==> config.mk <==
export PLATFORM = sky130hd
export DESIGN_NAME = plc_logic_accumulator_unit
export DESIGN_NICKNAME = d
export VERILOG_FILES = /design/src/rtl/plcacc_pkg.sv /design/src/rtl/plc_logic_accumulator_unit.sv
export SDC_FILE = /design/constraint.sdc
export NUM_CORES = 1
export LEC_CHECK = 0
export ABC_AREA = 1
export BUFFER_PORTS_ARGS = -buffer_cell sky130_fd_sc_hd__buf_2
export CAP_MARGIN = 10
export CORE_MARGIN = 10
export CORE_UTILIZATION = 53
export CTS_CLUSTER_DIAMETER = 40
export DETAILED_ROUTE_END_ITERATION = 8
export PLACE_DENSITY = 0.86
export SYNTH_ARGS = -nofsm -noshare
export SYNTH_HDL_FRONTEND = slang
export SYNTH_SLANG_ARGS = --single-unit
==> constraint.sdc <==
create_clock -name clk -period 2 [get_ports clk]
set_input_delay 0.4 -clock clk [delete_from_list [all_inputs] [get_ports clk]]
set_output_delay 0.4 -clock clk [all_outputs]
set_load 0.005 [all_outputs]
==> src/rtl/plcacc_pkg.sv <==
// Shared types and constants for the ladder-logic accumulator unit.
// Depends on nothing; imported by the top level and its checker.
`timescale 1ns / 1ps
`default_nettype none

package plcacc_pkg;

    localparam int WORD_W = 16;
    localparam int OPC_W  = 5;

    typedef enum logic [OPC_W-1:0] {
        OP_LOAD    = 5'd0,
        OP_LOADNOT = 5'd1,
        OP_AND     = 5'd2,
        OP_ANDNOT  = 5'd3,
        OP_OR      = 5'd4,
        OP_ORNOT   = 5'd5,
        OP_XOR     = 5'd6,
        OP_GT      = 5'd7,
        OP_LT      = 5'd8,
        OP_OUT     = 5'd9,
        OP_OUTNOT  = 5'd10,
        OP_PWM     = 5'd11,
        OP_SET     = 5'd12,
        OP_RESET   = 5'd13,
        OP_LATCH   = 5'd14,
        OP_PUSH    = 5'd15,
        OP_POP     = 5'd16,
        OP_ORBLK   = 5'd17,
        OP_ANDBLK  = 5'd18
    } opcode_t;

    localparam int PWM_SHIFT = 2;

endpackage

`default_nettype wire

==> src/rtl/plc_logic_accumulator_unit.sv <==
// Top level of the ladder-logic accumulator unit: input register, one
// instruction decode/execute step, result register. Uses plcacc_pkg.
`timescale 1ns / 1ps
`default_nettype none

// Executes one ladder-logic instruction per word against an ACC_WIDTH-bit
// scan accumulator and a STACK_BITS-deep single-bit stack. Throughput is one
// instruction per clock unless the output stalls; an accepted word passes
// the input register, then the result register. The accumulator and stack
// are updated in the same cycle the result register is loaded, so each
// instruction sees the state left by the one before it. The input side keeps
// accepting while a finished result waits, until both registers are full.
module plc_logic_accumulator_unit #(
    parameter int ACC_WIDTH  = 16,
    parameter int STACK_BITS = 32
) (
    input  wire logic                          clk,
    input  wire logic                          rst_n,
    input  wire logic                          in_valid,
    output logic                               in_ready,
    input  wire logic [plcacc_pkg::OPC_W-1:0]  opcode,
    input  wire logic [plcacc_pkg::WORD_W-1:0] operand,
    input  wire logic [plcacc_pkg::WORD_W-1:0] held_value,
    input  wire logic [plcacc_pkg::WORD_W-1:0] reset_value,
    output logic                               out_valid,
    input  wire logic                          out_ready,
    output logic [plcacc_pkg::WORD_W-1:0]      accumulator,
    output logic                               write_enable,
    output logic [plcacc_pkg::WORD_W-1:0]      write_value
);

    import plcacc_pkg::*;

    localparam int EXT_W = (ACC_WIDTH > WORD_W) ? ACC_WIDTH : WORD_W;
    localparam logic [ACC_WIDTH-1:0] ONE = ACC_WIDTH'(1);

    // input register
    logic                  in_valid_reg;
    logic [OPC_W-1:0]      opcode_reg;
    logic [WORD_W-1:0]     operand_reg;
    logic [WORD_W-1:0]     held_reg;
    logic [WORD_W-1:0]     rst_val_reg;

    // architectural state
    logic [ACC_WIDTH-1:0]  acc_reg, acc_next;
    logic [STACK_BITS-1:0] stack_reg, stack_next;

    // result register
    logic                  out_valid_reg;
    logic [WORD_W-1:0]     acc_out_reg, acc_out_next;
    logic                  we_reg, we_next;
    logic [WORD_W-1:0]     wv_reg, wv_next;

    logic                  advance;
    logic                  in_fire;

    logic [EXT_W-1:0]      x_ext, held_ext, rst_ext, acc_ext, pwm_ext;
    logic [ACC_WIDTH-1:0]  x, held, rstv, a;
    logic [ACC_WIDTH-1:0]  acc_pwm;
    logic                  top_bit;
    logic                  wbit;

    assign advance  = in_valid_reg && (!out_valid_reg || out_ready);
    assign in_ready = !in_valid_reg || advance;
    assign in_fire  = in_valid && in_ready;

    assign x_ext    = EXT_W'(operand_reg);
    assign held_ext = EXT_W'(held_reg);
    assign rst_ext  = EXT_W'(rst_val_reg);
    assign x        = x_ext[ACC_WIDTH-1:0];
    assign held     = held_ext[ACC_WIDTH-1:0];
    assign rstv     = rst_ext[ACC_WIDTH-1:0];
    assign top_bit  = stack_reg[STACK_BITS-1];
    assign acc_pwm  = acc_reg >> PWM_SHIFT;
    assign pwm_ext  = EXT_W'(acc_pwm);

    always_comb
    begin
        a          = acc_reg;
        stack_next = stack_reg;
        we_next    = 1'b0;
        wbit       = 1'b0;
        wv_next    = '0;
        case (opcode_t'(opcode_reg))
            OP_LOAD:    a = x;
            OP_LOADNOT: a = (x == ONE) ? '0 : ONE;
            OP_AND:     a = acc_reg & x;
            OP_ANDNOT:  a = acc_reg & ~x;
            OP_OR:      a = acc_reg | x;
            OP_ORNOT:
            begin
                if (acc_reg != ONE)
                    a = (x == '0) ? ONE : '0;
            end
            OP_XOR:     a = acc_reg ^ x;
            OP_GT:      a = (acc_reg > x) ? ONE : '0;
            OP_LT:      a = (acc_reg < x) ? ONE : '0;
            OP_OUT:
            begin
                we_next = 1'b1;
                wbit    = (acc_reg == ONE);
                wv_next = WORD_W'(wbit);
            end
            OP_OUTNOT:
            begin
                we_next = 1'b1;
                wbit    = (acc_reg != ONE);
                wv_next = WORD_W'(wbit);
            end
            OP_PWM:
            begin
                we_next = 1'b1;
                wv_next = pwm_ext[WORD_W-1:0];
            end
            OP_SET:
            begin
                a = acc_reg | held;
                if (a == ONE)
                begin
                    we_next = 1'b1;
                    wv_next = WORD_W'(1'b1);
                end
            end
            OP_RESET:   we_next = (acc_reg == ONE);
            OP_LATCH:
            begin
                // self-hold through held_value, break on reset input
                a       = (acc_reg | held) & ~rstv;
                we_next = 1'b1;
                wbit    = (a == ONE);
                wv_next = WORD_W'(wbit);
            end
            OP_PUSH:    stack_next = {acc_reg == ONE, stack_reg[STACK_BITS-1:1]};
            OP_POP:
            begin
                a          = ACC_WIDTH'(top_bit);
                stack_next = {stack_reg[STACK_BITS-2:0], 1'b0};
            end
            OP_ORBLK:
            begin
                a          = acc_reg | ACC_WIDTH'(top_bit);
                stack_next = {stack_reg[STACK_BITS-2:0], 1'b0};
            end
            OP_ANDBLK:
            begin
                a          = acc_reg & ACC_WIDTH'(top_bit);
                stack_next = {stack_reg[STACK_BITS-2:0], 1'b0};
            end
            default:    a = acc_reg;
        endcase
        acc_next     = a;
        acc_ext      = EXT_W'(a);
        acc_out_next = acc_ext[WORD_W-1:0];
    end

    always_ff @(posedge clk or negedge rst_n)
    begin
        if (!rst_n)
        begin
            in_valid_reg  <= 1'b0;
            out_valid_reg <= 1'b0;
            acc_reg       <= '0;
            stack_reg     <= '0;
        end
        else
        begin
            if (in_fire)
                in_valid_reg <= 1'b1;
            else if (advance)
                in_valid_reg <= 1'b0;

            if (advance)
            begin
                out_valid_reg <= 1'b1;
                acc_reg       <= acc_next;
                stack_reg     <= stack_next;
            end
            else if (out_ready)
                out_valid_reg <= 1'b0;
        end
    end

    // payload registers: hold while stalled
    always_ff @(posedge clk)
    begin
        if (in_fire)
        begin
            opcode_reg  <= opcode;
            operand_reg <= operand;
            held_reg    <= held_value;
            rst_val_reg <= reset_value;
        end
        if (advance)
        begin
            acc_out_reg <= acc_out_next;
            we_reg      <= we_next;
            wv_reg      <= wv_next;
        end
    end

    assign out_valid    = out_valid_reg;
    assign accumulator  = acc_out_reg;
    assign write_enable = we_reg;
    assign write_value  = wv_reg;

endmodule

`default_nettype wire

== After elaboration in Yosys (flattened, before gate mapping) ==
Cells that the tools add are included.
W data, S select, Z words.
Word-level totals
  input port bits: 57
  flip-flop bits (word level): 136
  output and inout port bits: 35
  word-level logic and storage cells: 75
Operators by class
  order comparisons: 2
  eq/ne operators: 23
  bitwise logic cells: 10
  reduce and logical (&&, ||, !) cells: 14
  multiplexer cells: 15
Operators with widths (number)
  $pmux W16 S14: 1
  $pmux W14 S5: 1
  $eq A16 B1 Y1 const B: 4
  $pmux W32 S2: 1
  $and A16 B16 Y16: 3
  $eq A5 B4 Y1 const B: 8
  $not A16 Y16: 2
  $or A16 B16 Y16: 2
  $eq A5 B3 Y1 const B: 4
  $and A16 B1 Y16: 1
  $gt A16 B16 Y1: 1
  $logic_not A16 Y1: 1
  $lt A16 B16 Y1: 1
  $mux W16: 1
  $ne A16 B1 Y1 const B: 1
  $or A16 B1 Y16: 1
  $xor A16 B16 Y16: 1
  $eq A5 B5 Y1 const B: 3
  $eq A5 B2 Y1 const B: 2
  $mux W1: 10
  $reduce_bool A2 Y1: 3
  $eq A5 B1 Y1 const B: 1
  $logic_not A5 Y1: 1
  $reduce_or A4 Y1: 1
  other kinds (6): 9

== Depth between registers and ports, before layout ==
Gate-level depths: netlist (run 1).
  depth in word-level cells: 6
  depth in mapped cells: 14

== Least setup slack after synthesis (run 1) ==
OpenSTA, ideal clock, no wires.
  path type: input -> register
  start: input out_ready
  end: register acc_out_reg[0], in the netlist accumulator[0], enable pin
  required time: 1592 ps
  setup slack: -178 ps
  arrival: 1770 ps
  stages on the path: 5
  cells stage by stage: inv_1 -> nand2_1 -> nand2_1 -> inv_1 -> clkbuf_1
Between the ends
  longest elaborated chain between the ends: 2
RTL lines
  start, declared: line plc_logic_accumulator_unit.sv:26  | input wire logic out_ready,
  $logic_or A1 B1 Y1: line plc_logic_accumulator_unit.sv:63  | assign advance = in_valid_reg && (!out_valid_reg || out_ready);
  $logic_and A1 B1 Y1: line plc_logic_accumulator_unit.sv:63
  named net advance: line plc_logic_accumulator_unit.sv:54  | logic advance;
  end signal, assigned: line plc_logic_accumulator_unit.sv:195  | acc_out_reg <= acc_out_next;
  end, declared: line plc_logic_accumulator_unit.sv:50  | logic [WORD_W-1:0] acc_out_reg, acc_out_next;
The timed path passes the listed nets, and every way through them passes these cells.
A chain may end at the register's enable or synchronous reset.

== Worst setup path after layout (run 1) ==
  start: register operand_reg[10]
  end: register acc_out_reg[0], in the netlist accumulator[0] (data pin)
Between the ends
  longest elaborated chain between the ends: 4
  elaborated cells on any way between the ends: 10
  those cells by class: order compare (2); eq/ne (1); mux (6); reduce/logical (1)
RTL lines
  start, declared: line plc_logic_accumulator_unit.sv:40  | logic [WORD_W-1:0] operand_reg;
  start signal, assigned: line plc_logic_accumulator_unit.sv:189  | operand_reg <= operand;
  branches (longest 3 deep; another with $lt A16 B16 Y1)
  $pmux W16 S14 (*): line plc_logic_accumulator_unit.sv:84  | case (opcode_t'(opcode_reg))
  named net a[0]: line plc_logic_accumulator_unit.sv:58  | logic [ACC_WIDTH-1:0] x, held, rstv, a;
Mark *: on every way through the listed nets, which the timed path passes.

==> results by group, run 1 <==
Run status
  – Status: finished, final reports clean

Setup path
  – Biggest cell delay along the critical path: 420 ps
  – FF-to-FF path depth: 10
  – Critical-path cell list: inv_1 > ha_1 > nor2_2 > nand3_2 > nor2_4 > nand4_1 > and2_0 > nand2_1 > nand4_1 > and2_1
  – CP Launch Type: flip-flop
  – CP endpoint kind: flip-flop
  – Arrival time worst endpoint: 2140 ps
  – Worst-path fanout max: 3
  – Slowest stage cell on the critical path: edfxtp_1
  – WP data required: 2180 ps
  – WS Path Type: reg -> reg
  – Critical path's most frequent cell: nand4_1

Placed design
  – Post-DP HPWL: 14200 um
  – Inst Count DP: 1077
  – Pre-CTS WS: 21.8 ps
  – Final GP Congestion: 1.02
  – Port buffer count: 89

Timing
  – Slew headroom: 54.1%
  – Setup ws final: 42.3 ps
  – Period utilisation layout: 97.9%
  – Slew Viols, Final: 0
  – Fmax: 511 MHz
  – Final Hold Viols: 0
  – Final setup viols: 0
  – Total negative setup slack: 0 ps
  – Clock Skew: 10.1 ps
  – Minimum clock period: 1960 ps
  – RSZ-0062 raised after global routing: yes
  – Worst Tran Pin Value: 689 ps

Finish
  – Post-route insts no fill: 1126
  – N_diodes: 0
  – Max reg flops: 32
  – Area Overhead vs Synth: 25.4%
  – Layout Nets: 1026
  – Layout cells sized above 1: 26.8%

Yosys
  – Mapped cell area: 0.00715 mm2
  – EDFF count, synth: 84
  – Top_reg_cell synth: edfxtp_1
  – Synth top area share: 35.3%
  – Syn Inst Count: 781
  – Count leader, synth: nand2_1
  – Leading area contributor after synthesis: edfxtp_1
  – Ys async rst share: 37.3%
  – Syn Area/Cell: 9.16 um2
  – Seq/Total Area, Yosys: 52.8%
  – YS warnings: 0
  – List of most frequent post-synthesis cells: 133 x nand2_1, 111 x inv_1, 84 x edfxtp_1
  – Synthesis-stage register bit count: 134
  – Top cells by area, synth: edfxtp_1 35%, dfrtp_1 17%, nand2_1 7.0%
  – Post-synthesis cell type count: 44

Clock tree
  – Root Buffer: clkbuf_16
  – CTS buffer count: 17
  – Clock Tree Buf Depth: 2
  – Clock transition at the registers of the reported paths: 60 ps
  – CTS HTree Levels: 4
  – Skew-Pair Late Insertion Delay: 430 ps
  – CTS sink count: 134
  – CTS tree: done

Drt
  – DRC violations left: 0
  – Number of DRC markers in iteration 0: 758
  – Met2 wire len: 8480 um
  – Drt pass-1 iters: 6
  – Avg WL per Cell: 17.2 um
  – DR WL met3: 2250 um
  – Via-per-instance ratio: 5.49
  – Met1 WL: 8100 um
  – Top layer in use: met4
  – Routed via count: 6179
  – Total Routed Length: 19300 um
  – Final antenna-violating net count: 0

Global routing
  – Initial antenna violation count: 0
  – Largest net degree at the start of global routing: 63
  – Vias in the first global route: 5781
  – Global-route wire length before repair: 30300 um
  – All-Layer GR Usage: 21.1%
  – Total grt overflow: 0

Power
  – Tot Pwr: 0.00986 W
  – Max VDD drop: 0.776 mV
  – Leakage: 4.05 nW
  – P per Cell Area: 1100 mW/mm2

Hold path
  – Worst min-delay path class: in -> async

Die
  – Die height: 136 um
  – Full die area: 0.0185 mm2
  – Rows: 42
  – Initial Util: 54.0%
  – Chip Width: 136 um
  – I/O pin count: 92
  – CORE AREA: 0.0132 mm2

Job
  – Max_cap viols: 0
-- metal layers --
metal / vias up / GRT usage [%]
li1: 2950 / -
met1: 2827 / 27.5
met2: 351 / 31.5
met3: 51 / 8.12
met4: 0 / 7.51
met5: - / 0
-- area by class of cell --
cell class                 instances  area [um2]
inverter                         124         474
clock inverter                    13         116
clock buffer                      19         454
tap                              176         220
fill                            1026        4270
timing repair buffer             163        1090
multi-input combinational        497        2840
sequential                       134        3770
-- where the power goes --
group	leakage, nW	internal, W	switching [W]
Combinational	2.34	0.00106	0.00173
Sequential	1.43	0.00367	0.000390
Clock	0.285	0.00179	0.00121
-- through the flow --
| step | cell area (um2) | hold slack, ps | util, % |
|---|---|---|---|
| floorplan | 7160 | 104 | - |
| global placement | 8170 | 499 | 61.7 |
| detailed placement | 8170 | 514 | 61.7 |
| CTS | 8740 | 118 | 66.0 |
| global route | 8970 | 128 | 67.7 |
| finish | 8970 | 98.3 | 67.7 |
-- critical path, delay by kind of cell, from the launching register on --
| family | cells | cell delay, ps |
|---|---|---|
| adders and majority gates | 1 | 250 |
| buffers and inverters | 1 | 100 |
| DFF | 1 | 420 |
| and+or+nand+nor | 8 | 940 |
-- cells in the final DEF (no fill, tap or decap), types with 3 or more instances in the layout --
| cell | synthesis | layout |
|---|---|---|
| a21oi_1 | 21 | 21 |
| inv_4 | 0 | 6 |
| nand2_1 | 133 | 133 |
| o21ai_1 | 63 | 63 |
| o22ai_1 | 15 | 15 |
| nand3_2 | 2 | 5 |
| xor2_1 | 9 | 9 |
| nand4_1 | 7 | 7 |
| inv_6 | 0 | 3 |
| nor3_1 | 6 | 5 |
| buf_2 | 10 | 89 |
| inv_2 | 13 | 18 |
| o211ai_1 | 33 | 33 |
| buf_4 | 2 | 66 |
| ha_1 | 32 | 32 |
| nor2_2 | 7 | 11 |
| clkbuf_16 | 0 | 18 |
| buf_12 | 0 | 7 |
| nand3b_1 | 5 | 5 |
| nor2_1 | 73 | 66 |
| nor2_4 | 2 | 5 |
| nand3_1 | 22 | 19 |
| dfrtp_1 | 50 | 49 |
| edfxtp_1 | 84 | 84 |
| inv_1 | 111 | 103 |
| a22oi_1 | 4 | 4 |
| or2_2 | 8 | 8 |
| o21ai_0 | 29 | 29 |
-- path summary, 6_finish.rpt --
| path | start | to | slack [ps] |
|---|---|---|---|
| max in group asynchronous | rst_n | acc_reg[9] | 1420 |
| worst max-delay path | operand_reg[10] | accumulator[0] | 40 |
| min in group clk | reset_value[2] | rst_ext[2] | 140 |
| worst min-delay path | rst_n | acc_reg[11] | 100 |
| worst max register to register | operand_reg[10] | accumulator[0] | 40 |
| worst min register to register | stack_reg[30] | stack_reg[30] | 530 |
-- kinds of logic (layout without fill, tap and decap cells) --
logic type      count (synthesis)  count (layout)  synth area share, %
simple gates                  276             276                 17.0
compound gates                177             177                 14.6
buf+inv                       151             319                 8.73
flops                         134             134                 52.8
fa+ha+maj                      32              32                 5.60
xor+xnor                       10              10                 1.22
other cells                     1               2               0.0524
-- timing repair --
item / 4_1_cts / 5_1_grt
hold buffers: 0 / 0
resized for setup: 0 / 28
buffers inserted: 0 / 17
setup endpoints to repair: 0 / 38
Note: power is estimated with default switching activity, not from simulation.
==> run 2, diff against run 1 <==
==> constraint.sdc (replaced) <==
create_clock -name clk -period 1.63 [get_ports clk]
set_input_delay 0.326 -clock clk [delete_from_list [all_inputs] [get_ports clk]]
set_output_delay 0.326 -clock clk [all_outputs]
set_load 0.005 [all_outputs]
==> results by group, run 2 (same netlist as run 1, synthesis figures left out) <==
Placed design
  – Final GP Congestion: 0.995
  – Port buffer count: 89
  – Post-DP HPWL: 15500 um

Clock tree
  – Clock Tree Buf Depth: 2
  – Clock transition at the registers of the reported paths: 60 ps
  – CTS buffer count: 17
  – Skew-Pair Late Insertion Delay: 450 ps
  – Root Buffer: clkbuf_16
  – CTS tree: done
  – CTS sink count: 134
  – CTS HTree Levels: 4

Setup path
  – R2r setup slk: -600 ps
  – Crit-path leading delay family: simple AND/OR/NAND/NOR gates
  – Reg2reg end: acc_reg[6]
  – Worst-path fanout max: 6
  – Critical-path cell list: nor2_4 > nand3_2 > nand2_2 > inv_2 > nand2_4 > buf_12 > o21ai_2 > o21ai_2 > nand2_2 > nand2_2 > o21ai_2
  – Arrival time worst endpoint: 2550 ps
  – CP Launch Type: flip-flop
  – FF-to-FF path depth: 11
  – WS Path Type: reg -> reg
  – Worst setup path start: opcode_reg[1]
  – Biggest cell delay along the critical path: 550 ps
  – Worst path bufs/invs: 2
  – Slowest stage cell on the critical path: edfxtp_1
  – WP data required: 1950 ps
  – Worst r2r src: opcode_reg[1]
  – CP endpoint kind: flip-flop

Job
  – Max_cap viols: 0

Global routing
  – All-Layer GR Usage: 28.3%
  – Global-route wire length before repair: 40200 um
  – Total grt overflow: 0
  – Vias in the first global route: 7445
  – Largest net degree at the start of global routing: 63
  – Initial antenna violation count: 0

Power
  – P per Cell Area: 1350 mW/mm2
  – Max VDD drop: 0.972 mV
  – Leakage: 5.09 nW

Die
  – Initial Util: 54.0%
  – I/O pin count: 92
  – CORE AREA: 0.0132 mm2
  – Chip Width: 136 um
  – Full die area: 0.0185 mm2
  – Rows: 42
  – Die height: 136 um

Drt
  – Avg WL per Cell: 24.5 um
  – Number of DRC markers in iteration 0: 1396
  – Drt pass-1 iters: 8
  – DRC violations left: 0
  – Final antenna-violating net count: 0
  – Routed via count: 7962
  – Total Routed Length: 30900 um
  – Via-per-instance ratio: 6.31

Timing
  – Setup ws final: -600 ps
  – Hold WS: 51.4 ps
  – Final setup viols: 75
  – Period utilisation layout: 137%
  – RSZ-0062 raised after global routing: yes
  – Minimum clock period: 2230 ps
  – Fmax: 448 MHz
  – Total negative setup slack: -21730 ps
  – Final Hold Viols: 0
  – Clock Skew: 14.0 ps
  – Slew Viols, Final: 0

Finish
  – Most common cell after layout, fill and taps aside: buf_4
  – N_diodes: 0
  – Number of fill cells: 578
  – Layout cells sized above 1: 52.3%
  – Layout Nets: 1161
  – Max reg flops: 32
  – Area Overhead vs Synth: 58.9%
  – Most frequent cells in the layout: 146 x buf_4, 89 x buf_2, 86 x nand2_1

Hold path
  – Hold wc startpoint: operand[5]
  – Hold endpoint: operand_reg[5]
  – Hold Crit Depth: 1
  – Worst min-delay path class: in -> reg

Run status
  – Violated checks: negative setup slack
  – Status: finished, violations left
## run 2: cell count changes in the layout (fill, tap and decap cells not counted), moves of 21 or more
cell / change
buf_4: +80
o21ai_2: +53
nand2_1: -47
o21ai_1: -35
nand2_2: +34
buf_6: +28
o21ai_0: -21
## run 2: power breakdown
part           switching, W  leakage [nW]  internal, W
clock               0.00157         0.286      0.00221
combinational       0.00377          3.37      0.00274
sequential         0.000609          1.43      0.00451
## run 2: timing repair
action,4_1_cts,5_1_grt
resized for setup,190,128
pin swaps,45,73
gates cloned,10,5
hold endpoints to repair,50,0
endpoints found under the setup margin,78,76
setup buffers,38,20
hold buffers,1,0
## run 2: through the flow
| stage | setup slack, ps | cell area, um2 | total power [W] | utilization [%] | std cells |
|---|---|---|---|---|---|
| floorplan | -133 | 7230 | 0.00693 | - | 782 |
| global placement | -282 | 8940 | 0.00871 | 67.5 | 1161 |
| detailed placement | -316 | 8940 | 0.00888 | 67.5 | 1161 |
| CTS | -208 | 10800 | 0.0138 | 81.2 | 1242 |
| global route | -610 | 11400 | 0.0157 | 85.8 | 1261 |
| finish | -600 | 11400 | 0.0154 | 85.8 | 1261 |
## run 2: metal layers
metal / part of all wire (%) / global-route usage [%]
met5: 0 / 0
met4: 8.6 / 15.4
met3: 13 / 10.2
met2: 45 / 44.4
met1: 34 / 33.4
## run 2: worst max-delay path by stage
| stage | slack [ps] | cells past startpoint | end |
|---|---|---|---|
| floorplan | -130 | 10 | accumulator[0] |
| global placement | -280 | 10 | accumulator[0] |
| detailed placement | -320 | 10 | accumulator[0] |
| CTS | -210 | 9 | accumulator[0] |
| global route | -610 | 11 | acc_reg[6] |
| finish | -600 | 11 | acc_reg[6] |
## run 2: worst register-to-register path, delay by kind of cell (launching register included)
family          cells  cell delay (ps)
simple gates        6              940
buf+inv             2              190
compound gates      3              410
flops               1              550
## run 2: final cells by class
cell class / instances / area (um2) / area share, %
clock inverters: 9 / 61.3 / 0.539
inverters: 124 / 509 / 4.48
well taps: 176 / 220 / 1.94
flip-flops and latches: 134 / 3770 / 33.2
multi-input cells: 498 / 3730 / 32.8
repair inverters: 1 / 7.51 / 0.0660
repair buffers: 296 / 2550 / 22.5
clock buffers: 23 / 510 / 4.49
